**config.mk**
```make
export PLATFORM = sky130hd
export DESIGN_NAME = counter_priority_task_scheduler_unit
export DESIGN_NICKNAME = d
export VERILOG_FILES = /design/src/design/cpts_pkg.sv /design/src/design/counter_priority_task_scheduler_unit.sv /design/src/design/cpts_table_ram.sv
export VERILOG_INCLUDE_DIRS = /design/src /design/src/design
export SDC_FILE = /design/constraint.sdc
export NUM_CORES = 2
export LEC_CHECK = 0
export CAP_MARGIN = 40
export CORE_AREA = 5 5 362 364
export DETAILED_ROUTE_END_ITERATION = 8
export DIE_AREA = 0 0 367 369
export DONT_BUFFER_PORTS = 1
export HOLD_SLACK_MARGIN = 0.02
export PLACE_DENSITY_LB_ADDON = 0.1
export SLEW_MARGIN = 10
export SYNTH_ARGS = -nofsm -noshare
export SYNTH_HDL_FRONTEND = slang
export SYNTH_HIERARCHICAL = 1
export SYNTH_SLANG_ARGS = --single-unit
```
**constraint.sdc**
```tcl
create_clock -name clk -period 10.7 [get_ports clk]
set_input_delay 0.535 -clock clk [delete_from_list [all_inputs] [get_ports clk]]
set_output_delay 0.535 -clock clk [all_outputs]
set_load 0.02 [all_outputs]
```
**src/design/counter_priority_task_scheduler_unit_macros.svh**
```systemverilog
// -----------------------------------------------------------------------------
// Assertion macros for the task scheduler
// Each macro checks a property on clk with arst_n as its disable condition.
// -----------------------------------------------------------------------------
`ifndef COUNTER_PRIORITY_TASK_SCHEDULER_UNIT_MACROS_SVH
`define COUNTER_PRIORITY_TASK_SCHEDULER_UNIT_MACROS_SVH
`ifndef NO_ASSERTIONS
`define CPTS_ASSERT_NOW(lbl, ante, cons) \
	lbl: assert property (@(posedge clk) disable iff (!arst_n) (ante) |-> (cons)) \
		else $error("scheduler check failed");
`define CPTS_ASSERT_NEXT(lbl, ante, cons) \
	lbl: assert property (@(posedge clk) disable iff (!arst_n) (ante) |=> (cons)) \
		else $error("scheduler check failed");
`else
`define CPTS_ASSERT_NOW(lbl, ante, cons)
`define CPTS_ASSERT_NEXT(lbl, ante, cons)
`endif
`endif

```
**src/design/cpts_pkg.sv**
```systemverilog
// -----------------------------------------------------------------------------
// cpts_pkg
// Types, constants and helpers shared by the task scheduler modules.
// -----------------------------------------------------------------------------
`default_nettype none
package cpts_pkg;
	localparam int TASK_SLOTS = 64;
	localparam int SLOT_W     = $clog2(TASK_SLOTS);
	localparam int IDX_W      = SLOT_W + 1;
	localparam int CNT_W      = 9;
	localparam int PRIO_W     = 8;
	localparam int DEPTH_W    = 8;
	localparam int REAP_W     = 7;

	localparam logic [2:0] CMD_TICK    = 3'd0;
	localparam logic [2:0] CMD_YIELD   = 3'd1;
	localparam logic [2:0] CMD_EXIT    = 3'd2;
	localparam logic [2:0] CMD_REAP    = 3'd3;
	localparam logic [2:0] CMD_PDIS    = 3'd4;
	localparam logic [2:0] CMD_PEN     = 3'd5;
	localparam logic [2:0] CMD_INSTALL = 3'd6;

	localparam logic [DEPTH_W-1:0] DEPTH_MAX = '1;

	typedef struct packed {
		logic [CNT_W-1:0]   counter;
		logic [PRIO_W-1:0]  prio;
		logic [DEPTH_W-1:0] depth;
	} entry_t;

	typedef struct packed {
		logic              en;
		logic [SLOT_W-1:0] addr;
		entry_t            data;
	} ram_wr_t;

	// An entry never written reads as all zero; slot zero takes its priority
	// from the configuration register while that register owns it.
	function automatic entry_t entry_view(entry_t raw, logic written, logic use_cfg,
			logic [PRIO_W-1:0] cfg_prio);
		entry_t e;
		e = written ? raw : '0;
		if (use_cfg) begin
			e.prio = cfg_prio;
		end
		return e;
	endfunction
endpackage
`default_nettype wire

```
**src/design/counter_priority_task_scheduler_unit.sv**
```systemverilog
// -----------------------------------------------------------------------------
// counter_priority_task_scheduler_unit
// Counter and priority based task scheduler over a table of task slots.
// -----------------------------------------------------------------------------
// Commands arrive on the in channel (valid/ready); each one produces exactly
// one result transfer on the out channel (valid/ready) holding the current
// and previous slot, a switch flag, the reap count and the fallback status.
// The cfg channel writes the initial priority of slot zero; it is always
// ready and must only be used while no command is in flight.
// One command is worked on at a time. Install and unused codes go straight
// to the result; preempt commands and ticks without a reschedule first pass
// through a read-modify-write of the running slot's entry, and a reap sweeps
// the slot flags one slot a cycle. A reschedule scans the table memory one
// slot a cycle, then selects; when the best counter found is zero and a
// runnable slot has a nonzero priority, a second read-modify-write pass
// recharges every valid slot's counter.
// The result sits in an output register; a new command is taken from the
// cycle after that register is loaded, and a stalled receiver only holds the
// block when the next result is ready to be loaded.
// Reset makes slot zero the only valid task and the one running, and clears
// all other table state at once through per-slot written flags.
// -----------------------------------------------------------------------------
`default_nettype none
`include "counter_priority_task_scheduler_unit_macros.svh"
module counter_priority_task_scheduler_unit import cpts_pkg::*; (
	input  wire logic               clk,
	input  wire logic               arst_n,
	input  wire logic               in_valid,
	output logic                    in_ready,
	input  wire logic [2:0]         command,
	input  wire logic [SLOT_W-1:0]  slot,
	input  wire logic [PRIO_W-1:0]  priority_req,
	input  wire logic [CNT_W-1:0]   counter_value,
	output logic                    out_valid,
	input  wire logic               out_ready,
	output logic [SLOT_W-1:0]       current_slot,
	output logic [SLOT_W-1:0]       previous_slot,
	output logic                    switched,
	output logic [REAP_W-1:0]       reaped_count,
	output logic                    status,
	input  wire logic               cfg_valid,
	output logic                    cfg_ready,
	input  wire logic [PRIO_W-1:0]  init_priority
);
	typedef enum logic [6:0] {
		ST_IDLE = 7'b0000001,
		ST_MOD  = 7'b0000010,
		ST_SCAN = 7'b0000100,
		ST_SEL  = 7'b0001000,
		ST_RCHG = 7'b0010000,
		ST_REAP = 7'b0100000,
		ST_DONE = 7'b1000000
	} state_t;

	state_t                 state_q;
	logic [TASK_SLOTS-1:0]  valid_q, zombie_q, written_q;
	logic                   p0_cfg_q;
	logic [PRIO_W-1:0]      init_prio_q;
	logic [SLOT_W-1:0]      cur_q, prev_q;
	logic [2:0]             cmd_q;
	logic [REAP_W-1:0]      reaped_q;
	logic                   status_q;
	logic [IDX_W-1:0]       idx_q;
	logic                   rd_s1;
	logic [SLOT_W-1:0]      idx_s1;
	logic                   found_q, anyp_q;
	logic [SLOT_W-1:0]      best_q;
	logic [CNT_W-1:0]       bc_q;

	ram_wr_t                wr;
	logic [SLOT_W-1:0]      raddr;
	entry_t                 rdata;
	entry_t                 cur_e, scan_e, mod_e;
	logic [CNT_W-1:0]       new_cnt;
	logic                   resched;
	logic                   run_s1, last_s1, take;
	logic [CNT_W-1:0]       pick_cnt;
	logic                   in_xfer, out_load;

	cpts_table_ram u_ram (
		.clk   (clk),
		.wr    (wr),
		.raddr (raddr),
		.rdata (rdata)
	);

	assign in_ready  = (state_q == ST_IDLE);
	assign cfg_ready = 1'b1;
	assign in_xfer   = in_valid && in_ready;
	assign out_load  = (state_q == ST_DONE) && (!out_valid || out_ready);
	assign raddr     = (state_q == ST_IDLE) ? cur_q : idx_q[SLOT_W-1:0];

	assign cur_e  = entry_view(rdata, written_q[cur_q], p0_cfg_q && (cur_q == '0), init_prio_q);
	assign scan_e = entry_view(rdata, written_q[idx_s1], p0_cfg_q && (idx_s1 == '0),
		init_prio_q);
	assign run_s1  = valid_q[idx_s1] && !zombie_q[idx_s1];
	assign last_s1 = rd_s1 && (idx_s1 == SLOT_W'(TASK_SLOTS - 1));
	assign pick_cnt = (state_q == ST_RCHG) ?
		({1'b0, scan_e.counter[CNT_W-1:1]} + CNT_W'(scan_e.prio)) : scan_e.counter;
	assign take = rd_s1 && run_s1 && (!found_q || pick_cnt > bc_q);

	always_comb begin
		mod_e   = cur_e;
		new_cnt = (cur_e.counter != '0) ? cur_e.counter - 1'b1 : '0;
		resched = 1'b0;
		unique case (cmd_q)
			CMD_TICK: begin
				mod_e.counter = new_cnt;
				resched = (new_cnt == '0) && (cur_e.depth == '0);
			end
			CMD_YIELD, CMD_EXIT: begin
				mod_e.counter = '0;
				resched = 1'b1;
			end
			CMD_PDIS: begin
				if (cur_e.depth != DEPTH_MAX) begin
					mod_e.depth = cur_e.depth + 1'b1;
				end
			end
			CMD_PEN: begin
				if (cur_e.depth != '0) begin
					mod_e.depth = cur_e.depth - 1'b1;
				end
			end
			default: begin
			end
		endcase
	end

	always_comb begin
		wr = '0;
		unique case (state_q)
			ST_IDLE: begin
				wr.en   = in_xfer && (command == CMD_INSTALL);
				wr.addr = slot;
				wr.data = '{counter: counter_value, prio: priority_req, depth: '0};
			end
			ST_MOD: begin
				wr.en   = 1'b1;
				wr.addr = cur_q;
				wr.data = mod_e;
			end
			ST_RCHG: begin
				wr.en   = rd_s1 && valid_q[idx_s1];
				wr.addr = idx_s1;
				wr.data = '{counter: pick_cnt, prio: scan_e.prio, depth: scan_e.depth};
			end
			default: begin
			end
		endcase
	end

	always_ff @(posedge clk or negedge arst_n) begin
		if (!arst_n) begin
			state_q     <= ST_IDLE;
			valid_q     <= TASK_SLOTS'(1);
			zombie_q    <= '0;
			written_q   <= '0;
			p0_cfg_q    <= 1'b1;
			init_prio_q <= PRIO_W'(1);
			cur_q       <= '0;
			prev_q      <= '0;
			cmd_q       <= '0;
			reaped_q    <= '0;
			status_q    <= 1'b0;
			idx_q       <= '0;
			rd_s1       <= 1'b0;
			idx_s1      <= '0;
			found_q     <= 1'b0;
			anyp_q      <= 1'b0;
			best_q      <= '0;
			bc_q        <= '0;
			out_valid     <= 1'b0;
			current_slot  <= '0;
			previous_slot <= '0;
			switched      <= 1'b0;
			reaped_count  <= '0;
			status        <= 1'b0;
		end else begin
			if (cfg_valid && cfg_ready) begin
				init_prio_q <= init_priority;
				p0_cfg_q    <= 1'b1;
			end
			if (out_valid && out_ready) begin
				out_valid <= 1'b0;
			end
			if (wr.en) begin
				written_q[wr.addr] <= 1'b1;
			end
			rd_s1  <= ((state_q == ST_SCAN) || (state_q == ST_RCHG)) && !idx_q[IDX_W-1];
			idx_s1 <= idx_q[SLOT_W-1:0];
			if (take) begin
				found_q <= 1'b1;
				best_q  <= idx_s1;
				bc_q    <= pick_cnt;
			end
			unique case (state_q)
				ST_IDLE: begin
					if (in_xfer) begin
						cmd_q    <= command;
						prev_q   <= cur_q;
						reaped_q <= '0;
						status_q <= 1'b0;
						idx_q    <= '0;
						priority case (command)
							CMD_INSTALL: begin
								valid_q[slot]  <= 1'b1;
								zombie_q[slot] <= 1'b0;
								if (slot == '0) begin
									p0_cfg_q <= 1'b0;
								end
								state_q <= ST_DONE;
							end
							CMD_REAP: state_q <= ST_REAP;
							CMD_TICK, CMD_YIELD, CMD_EXIT, CMD_PDIS, CMD_PEN:
								state_q <= ST_MOD;
							default: state_q <= ST_DONE;
						endcase
					end
				end
				ST_MOD: begin
					if (cmd_q == CMD_EXIT) begin
						zombie_q[cur_q] <= 1'b1;
					end
					found_q <= 1'b0;
					anyp_q  <= 1'b0;
					idx_q   <= '0;
					state_q <= resched ? ST_SCAN : ST_DONE;
				end
				ST_SCAN, ST_RCHG: begin
					if (!idx_q[IDX_W-1]) begin
						idx_q <= idx_q + 1'b1;
					end
					if (rd_s1 && run_s1 && (scan_e.prio != '0)) begin
						anyp_q <= 1'b1;
					end
					if (last_s1) begin
						if (state_q == ST_SCAN) begin
							state_q <= ST_SEL;
						end else begin
							cur_q   <= take ? idx_s1 : best_q;
							state_q <= ST_DONE;
						end
					end
				end
				ST_SEL: begin
					idx_q   <= '0;
					found_q <= 1'b0;
					if (!found_q) begin
						cur_q   <= '0;
						state_q <= ST_DONE;
					end else if (bc_q != '0) begin
						cur_q   <= best_q;
						state_q <= ST_DONE;
					end else if (!anyp_q) begin
						cur_q    <= '0;
						status_q <= 1'b1;
						state_q  <= ST_DONE;
					end else begin
						state_q <= ST_RCHG;
					end
				end
				ST_REAP: begin
					if (valid_q[idx_q[SLOT_W-1:0]] && zombie_q[idx_q[SLOT_W-1:0]]) begin
						valid_q[idx_q[SLOT_W-1:0]]  <= 1'b0;
						zombie_q[idx_q[SLOT_W-1:0]] <= 1'b0;
						reaped_q <= reaped_q + 1'b1;
					end
					idx_q <= idx_q + 1'b1;
					if (idx_q[SLOT_W-1:0] == SLOT_W'(TASK_SLOTS - 1)) begin
						state_q <= ST_DONE;
					end
				end
				ST_DONE: begin
					if (out_load) begin
						out_valid     <= 1'b1;
						current_slot  <= cur_q;
						previous_slot <= prev_q;
						switched      <= (cur_q != prev_q);
						reaped_count  <= reaped_q;
						status        <= status_q;
						state_q       <= ST_IDLE;
					end
				end
				default: state_q <= ST_IDLE;
			endcase
		end
	end

	`CPTS_ASSERT_NEXT(a_accept_leaves_idle, in_xfer, state_q != ST_IDLE)
	`CPTS_ASSERT_NOW(a_fallback_slot_zero, (state_q == ST_DONE) && status_q, cur_q == '0)
	`CPTS_ASSERT_NOW(a_reap_count_only_reap, reaped_q != '0, cmd_q == CMD_REAP)
	`CPTS_ASSERT_NOW(a_recharge_valid_only, wr.en && (state_q == ST_RCHG), valid_q[wr.addr])
endmodule
`default_nettype wire

```
**src/design/cpts_table_ram.sv**
```systemverilog
// -----------------------------------------------------------------------------
// cpts_table_ram
// Task table storage: one write port, one read port, registered read data.
// -----------------------------------------------------------------------------
`default_nettype none
module cpts_table_ram import cpts_pkg::*; (
	input  wire logic              clk,
	input  wire ram_wr_t           wr,
	input  wire logic [SLOT_W-1:0] raddr,
	output entry_t                 rdata
);
	entry_t mem [TASK_SLOTS];

	always_ff @(posedge clk) begin
		if (wr.en) begin
			mem[wr.addr] <= wr.data;
		end
		rdata <= mem[raddr];
	end
endmodule
`default_nettype wire
```
== After elaboration in Yosys (flattened, before gate mapping) ==
Memories as Yosys holds them, arrays and structs flattened. A register that Yosys moved wholly into a read port is not among the register bits.
Index checks and enable logic that the tools add are counted.
Storage, ports and cells
  register bits after elaboration: 284
  RAM bits: 1600
  input bits: 39
  output and inout bits: 24
  word-level logic and storage cells: 228
  memories: 1
Operators by class
  add/subtract/negate cells: 6
  magnitude comparators: 10
  equal/unequal tests: 35
  multiplexer cells: 84
  bitwise operators: 8
  reductions and logical operators: 59
Memories
  u_ram.mem: depth 64, bits a word 25, read ports 1, clocked after memory_dff 1, wr ports 1, RTL line cpts_table_ram.sv:12  | entry_t mem [TASK_SLOTS];
Operators with widths (number)
  two-way mux 64 bit: 7
  AND 64 bit: 3
  OR 64 bit: 3
  case mux 64 bit (3 select lines): 1
  NOT 64 bit: 2
  case mux 64 bit (2 select lines): 1
  case mux 32 bit (3 select lines): 1
  two-way mux 7 bit: 12
  two-way mux 25 bit: 2
  two-way mux 6 bit: 7
  case mux 7 bit (6 select lines): 1
  binary-select mux 1 bit (select 6 bit): 6
  < comparator 6 x 7 -> 1 bit (second input constant): 5
  two-way mux 8 bit: 4
  case mux 7 bit (2 select lines): 2
  case mux 7 bit (4 select lines): 1
  two-way mux 1 bit: 27
  demux 1 bit (select 6 bit): 4
  greater-or-equal comparator 6 x 1 -> 1 bit (second input constant): 4
  inequality test 2 bit (second input constant): 11
  logical AND 1 bit: 19
  logical NOT 6 bit: 3
  two-way mux 9 bit: 2
  case mux 9 bit (2 select lines): 1
  other kinds (40): 73

== Longest topological paths before layout ==
  depth after elaboration: 13
  gate-level depth with buffers: 29
  gate-level depth less buffers: 25

== By module ==
Netlist, hierarchy kept.
By module, submodules not included
  cpts_table_ram: times used 1, cells an instance 2673, area each 61710.4 um2, sequential area each 48546.6 um2
  counter_priority_task_scheduler_unit: times used 1, cells an instance 1867, area each 18006.0 um2, sequential area each 7111.8 um2

== Worst setup path before layout ==
Ideal clock, no wire load.
  path kind: reg2reg
  start: register cur_q[1]
  end: memory u_ram/mem[0][0] (netlist bit), data pin
  library setup time: 1008 ps
  data arrival time: 7165 ps
  data required time: 9692 ps
  setup slack: 2527 ps
  stages on the path, launching flop included: 17
  buffers on the path: 3
  period minus slack after synthesis: 8173 ps
  path through: dfrtp_1 -> buf_6 -> mux2_4 -> a32o_1 -> a211o_1 -> a22o_1 -> or3_1 -> buf_2 -> buf_2 -> nand2_1 -> inv_1 -> ha_1 -> nand4_1 -> nor2_1 -> a21oi_1 -> nand3_1 -> o311ai_0
RTL lines
  start: declaration: RTL line counter_priority_task_scheduler_unit.sv:59  | logic [SLOT_W-1:0] cur_q, prev_q;
  start signal: assignment: RTL line counter_priority_task_scheduler_unit.sv:241  | cur_q <= take ? idx_s1 : best_q;
  start signal: assignment: RTL line counter_priority_task_scheduler_unit.sv:253  | cur_q <= best_q;
  end: declaration: RTL line cpts_table_ram.sv:12

== Worst setup path in the final report ==
  start: register idx_s1[0]
  end: register bc_q[4]
On the way
  word-level cells in the longest chain between the ends: 9
  elaborated cells between the ends (all ways): 18
  classes of those cells: add/sub (1); order compare (1); mux (9); reduce/logical (7)
Ends and longest elaborated chain
  start: declaration: RTL line counter_priority_task_scheduler_unit.sv:65  | logic [SLOT_W-1:0] idx_s1;
  start signal: assignment: RTL line counter_priority_task_scheduler_unit.sv:191  | idx_s1 <= idx_q[SLOT_W-1:0];
  binary-select mux 1 bit (select 6 bit): RTL line counter_priority_task_scheduler_unit.sv:94  | assign scan_e = entry_view(rdata, written_q[idx_s1], p0_cfg_q && (idx_s1 == '0),
  two-way mux 1 bit (not written as such): RTL line counter_priority_task_scheduler_unit.sv:94
  two-way mux 25 bit: RTL line cpts_pkg.sv:42  | e = written ? raw : '0;
  two-way mux 8 bit: RTL line cpts_pkg.sv:43  | if (use_cfg) begin
  adder 8 x 8 -> 9 bit: RTL line counter_priority_task_scheduler_unit.sv:99  | ({1'b0, scan_e.counter[CNT_W-1:1]} + CNT_W'(scan_e.prio)) : scan_e.counter;
  two-way mux 9 bit (*): RTL line counter_priority_task_scheduler_unit.sv:98  | assign pick_cnt = (state_q == ST_RCHG) ?
  net pick_cnt[8]: RTL line counter_priority_task_scheduler_unit.sv:77  | logic [CNT_W-1:0] pick_cnt;
  greater-than comparator 9 bit (*): RTL line counter_priority_task_scheduler_unit.sv:100  | assign take = rd_s1 && run_s1 && (!found_q || pick_cnt > bc_q);
  logical OR 1 bit (*): RTL line counter_priority_task_scheduler_unit.sv:100
  logical AND 1 bit (*): RTL line counter_priority_task_scheduler_unit.sv:100
  end signal: assignment: RTL line counter_priority_task_scheduler_unit.sv:195  | bc_q <= pick_cnt;
  end: declaration: RTL line counter_priority_task_scheduler_unit.sv:68  | logic [CNT_W-1:0] bc_q;
The timed path passes the listed nets; every way through them passes the cells marked *. The select of a mux whose other input is x is not followed.
A chain may end at the register's enable or synchronous reset.

==> flow_summary.toml <==
[run_status]
outcome = "finished, final reports clean"

[detailed_routing]
drc = 0
antenna_violating_nets_post_route = 0
postRouteWirelength_mm = 213
firstDrtPassIters = 8
routedWlPerCell_um = 32.8
detailedRoute.firstIterationViolations = 6034
route.vias.total = 45700
via_per_inst = 7.04

[timing]
final.period_utilization_pct = 65.8
final.setup_skew_ns = 0.0650
timing.max_slew.rel_slack_pct = 33.3
setup_ws_final_ns = 3.66
finalSetupViolations = 0
worst_slew_pin_tran_ns = 0.994
drv_slew = 0
clock.fmax_mhz = 142
finalWorstPathRequiredPeriod_ns = 7.04
grt_setup_unrepaired = "no"
final-hold-violation-count = 0
finalSetupTns_ns = 0

[critical_path]
worst-path-max-fanout = 26
end_kind = "flip-flop"
worst_ep_required_time_ns = 11.35
r2r-start = "idx_s1[0]"
timing.reg2reg.setup_slack_ns = 3.66
worstSetupEndpoint = "bc_q[4]"
path_class = "reg -> reg"
start_kind = "flip-flop"
ff2ff_path_depth = 25
cp.arrival_ns = 7.70
crit_path_start = "idx_s1[0]"
worst_r2r_endpoint = "bc_q[4]"

[clocking]
clk_latency_ns = 0.83
htreeDepth = 4
clock_edge_transition_at_the_registers_on_the_reported_setup_and_hold_paths_ns = 0.06
number_of_buffers_inserted_during_clock_tree_synthesis = 186
post_cts_resize_count = 0
ctsRootBufferMaster = "clkbuf_16"
cts_tree = "built"
clock-sinks = 1909
cts.path.max_buffers = 3

[placement]
hpwl_mm = 129
placement.setup.worst_slack_ns = 3.76
routabilityCongestion = 0.929
numPlacedInstances = 6105
port-buffer-count = 0
place_area_um2 = 82600

[yosys]
synth-async-reset-ratio_pct = 14.9
synth_fp_nets = 4604
synth.distinct_cells = 91
yosys.cell_count.top_type = "edfxtp_1"
seq_area_frac_synth_pct = 69.8
yosys_most_used_dff = "edfxtp_1"
synthDominantAreaCellType = "edfxtp_1"
synth.cell_area_um2 = 79700
synth.yosys.warnings = 6
synth_enable_flop_cells = 1600
ys_top_cells_by_area = "edfxtp_1, mux4_2, dfrtp_1"
netlist_instances = 4540
postSynthRegisterBits = 1909
most_common_library_cells_after_synthesis = "edfxtp_1, mux4_2, dfrtp_1"
avgSynthCellArea_um2 = 17.6
synth_largest_type_area_fraction_pct = 60.3

[finish]
n_fill_cell = 7941
postLayoutCoreUtil_pct = 70.3
finish.cell_count_without_fillers = 6493
fraction_of_layout_cells_with_a_size_suffix_above_1_pct = 24.4
nNetsFinal = 4728
area_delta_synth_final_pct = 11.9
finalInstanceArea_um2 = 89200

[global_routing]
antenna_violations_before_repair = 10
grt_util_all_layers_pct = 31.8
globalRoute.totalOverflow = 0
grt_max_degree = 285
via_count_of_the_first_global_routing_pass = 45300
global_route_wire_length_before_repair_mm = 313

[floorplan]
die_h_um = 369
placeableCoreArea_um2 = 127000
placement_rows = 131
fp.dieArea_um2 = 135000
die-width_um = 367
pin_count = 63
initial_core_util_pct = 62.8

[pwr]
power_per_unit_of_standard_cell_area_nw_per_um2 = 264
static-leakage-power_nw = 30.3
max-vdd-ir-drop_uv = 234

[run]
maxCapViolations = 0

[min_path]
min-delay-path-class = "in -> reg"
power breakdown:
group	switching [mW]	internal [mW]
clock network	2.78	3.86
logic	4.45	2.86
registers	0.422	9.15
total	7.66	15.9
cell usage in the layout (no fill, tap or decap), types with 91 or more instances in the layout:
master / n
mux4_2: 471
mux2i_1: 91
buf_4: 151
a21oi_1: 206
edfxtp_1: 1600
nor2_1: 109
clkbuf_16: 190
dfrtp_1: 276
nand2_1: 205
nand3_1: 177
how the worst min path moves through the flow:
stage                         from              end  cells after the start
final                     in_valid       state_q[3]                      3
after global routing      in_valid       state_q[3]                      3
after CTS                 in_valid       state_q[0]                      3
after detailed placement    arst_n  reaped_count[6]                      0
after global placement      arst_n  reaped_count[6]                      0
after floorplan             arst_n           anyp_q                      0
registers in the layout, summed over array words and instances (netlist names), 3 cells and up:
signal and flops:
idx_s1 6, state_q 7, cur_q 6, cmd_q 3, bc_q 9, best_q 6
zombie_q 64, idx_q 7, prev_q 6, written_q 64, init_prio_q 8, u_ram/mem 1600
valid_q 64, reaped_q 7, previous_slot 6, reaped_count 7, current_slot 6, u_ram/rdata 25
logic make-up (layout without fill, tap and decap cells):
group	Yosys count	count (layout)	synth area share (%)
other	1	9	0.00470
and+or+nand+nor	827	827	5.13
xor gates and xnor gates	17	17	0.187
DFF	1909	1909	69.8
AOI/OAI and AO/OA	778	778	6.69
muxes	653	653	15.8
adders and majority gates	25	25	0.402
buffers and inverters	330	613	2.01
metal layers:
metal  global-route usage (%)  vias up  wire length, µm
li1                         -    18800                -
met1                     45.3    23800            81700
met2                     49.3     2608           101000
met3                     6.43      492            21300
met4                     12.6        0             9070
met5                        0        -                0
layout make-up:
cell class,instances,area [µm²],area share [%]
Clock buffer,243,5040,5.65
Multi-Input combinational cell,2301,22900,25.7
Sequential cell,1909,55700,62.4
Antenna cell,8,20.0,0.0224
Timing Repair Buffer,225,2220,2.49
Inverter,41,154,0.172
Clock inverter,104,1170,1.31
Tap cell,1662,2080,2.33
per-stage QoR:
stage / total power [mW] / hold WS [ns]
final: 23.5 / 0.0997
after global routing: 24.5 / 0.101
after CTS: 23.5 / 0.0462
after detailed placement: 16.9 / 0.246
after global placement: 16.7 / 0.246
after floorplan: 14.7 / 0.239
timing repair:
item | CTS | global route
hold endpoints to repair | 300 | 0
hold buffers | 25 | 0
setup buffers | 0 | 0
worst max-delay path, stage by stage (launching register included):
cell and delay (ns):
dfrtp_4 0.82, mux4_2 0.59, mux4_2 0.51, a21oi_1 0.17
a32oi_1 0.09, buf_4 0.24, nand3_1 0.11, nand2_1 0.09
ha_1 0.23, fa_1 0.40, a21o_1 0.20, a21oi_1 0.22
o21bai_1 0.10, a21oi_1 0.23, nor2b_1 0.07, o21a_1 0.16
o21ai_0 0.31, nand2_1 0.10, ha_1 0.30, nand2_1 0.06
nor2_1 0.05, a41oi_1 0.21, o22ai_1 0.21, a211oi_4 0.68
buf_4 0.34, mux2_2 0.36
Power figures use the tool's default switching activity.
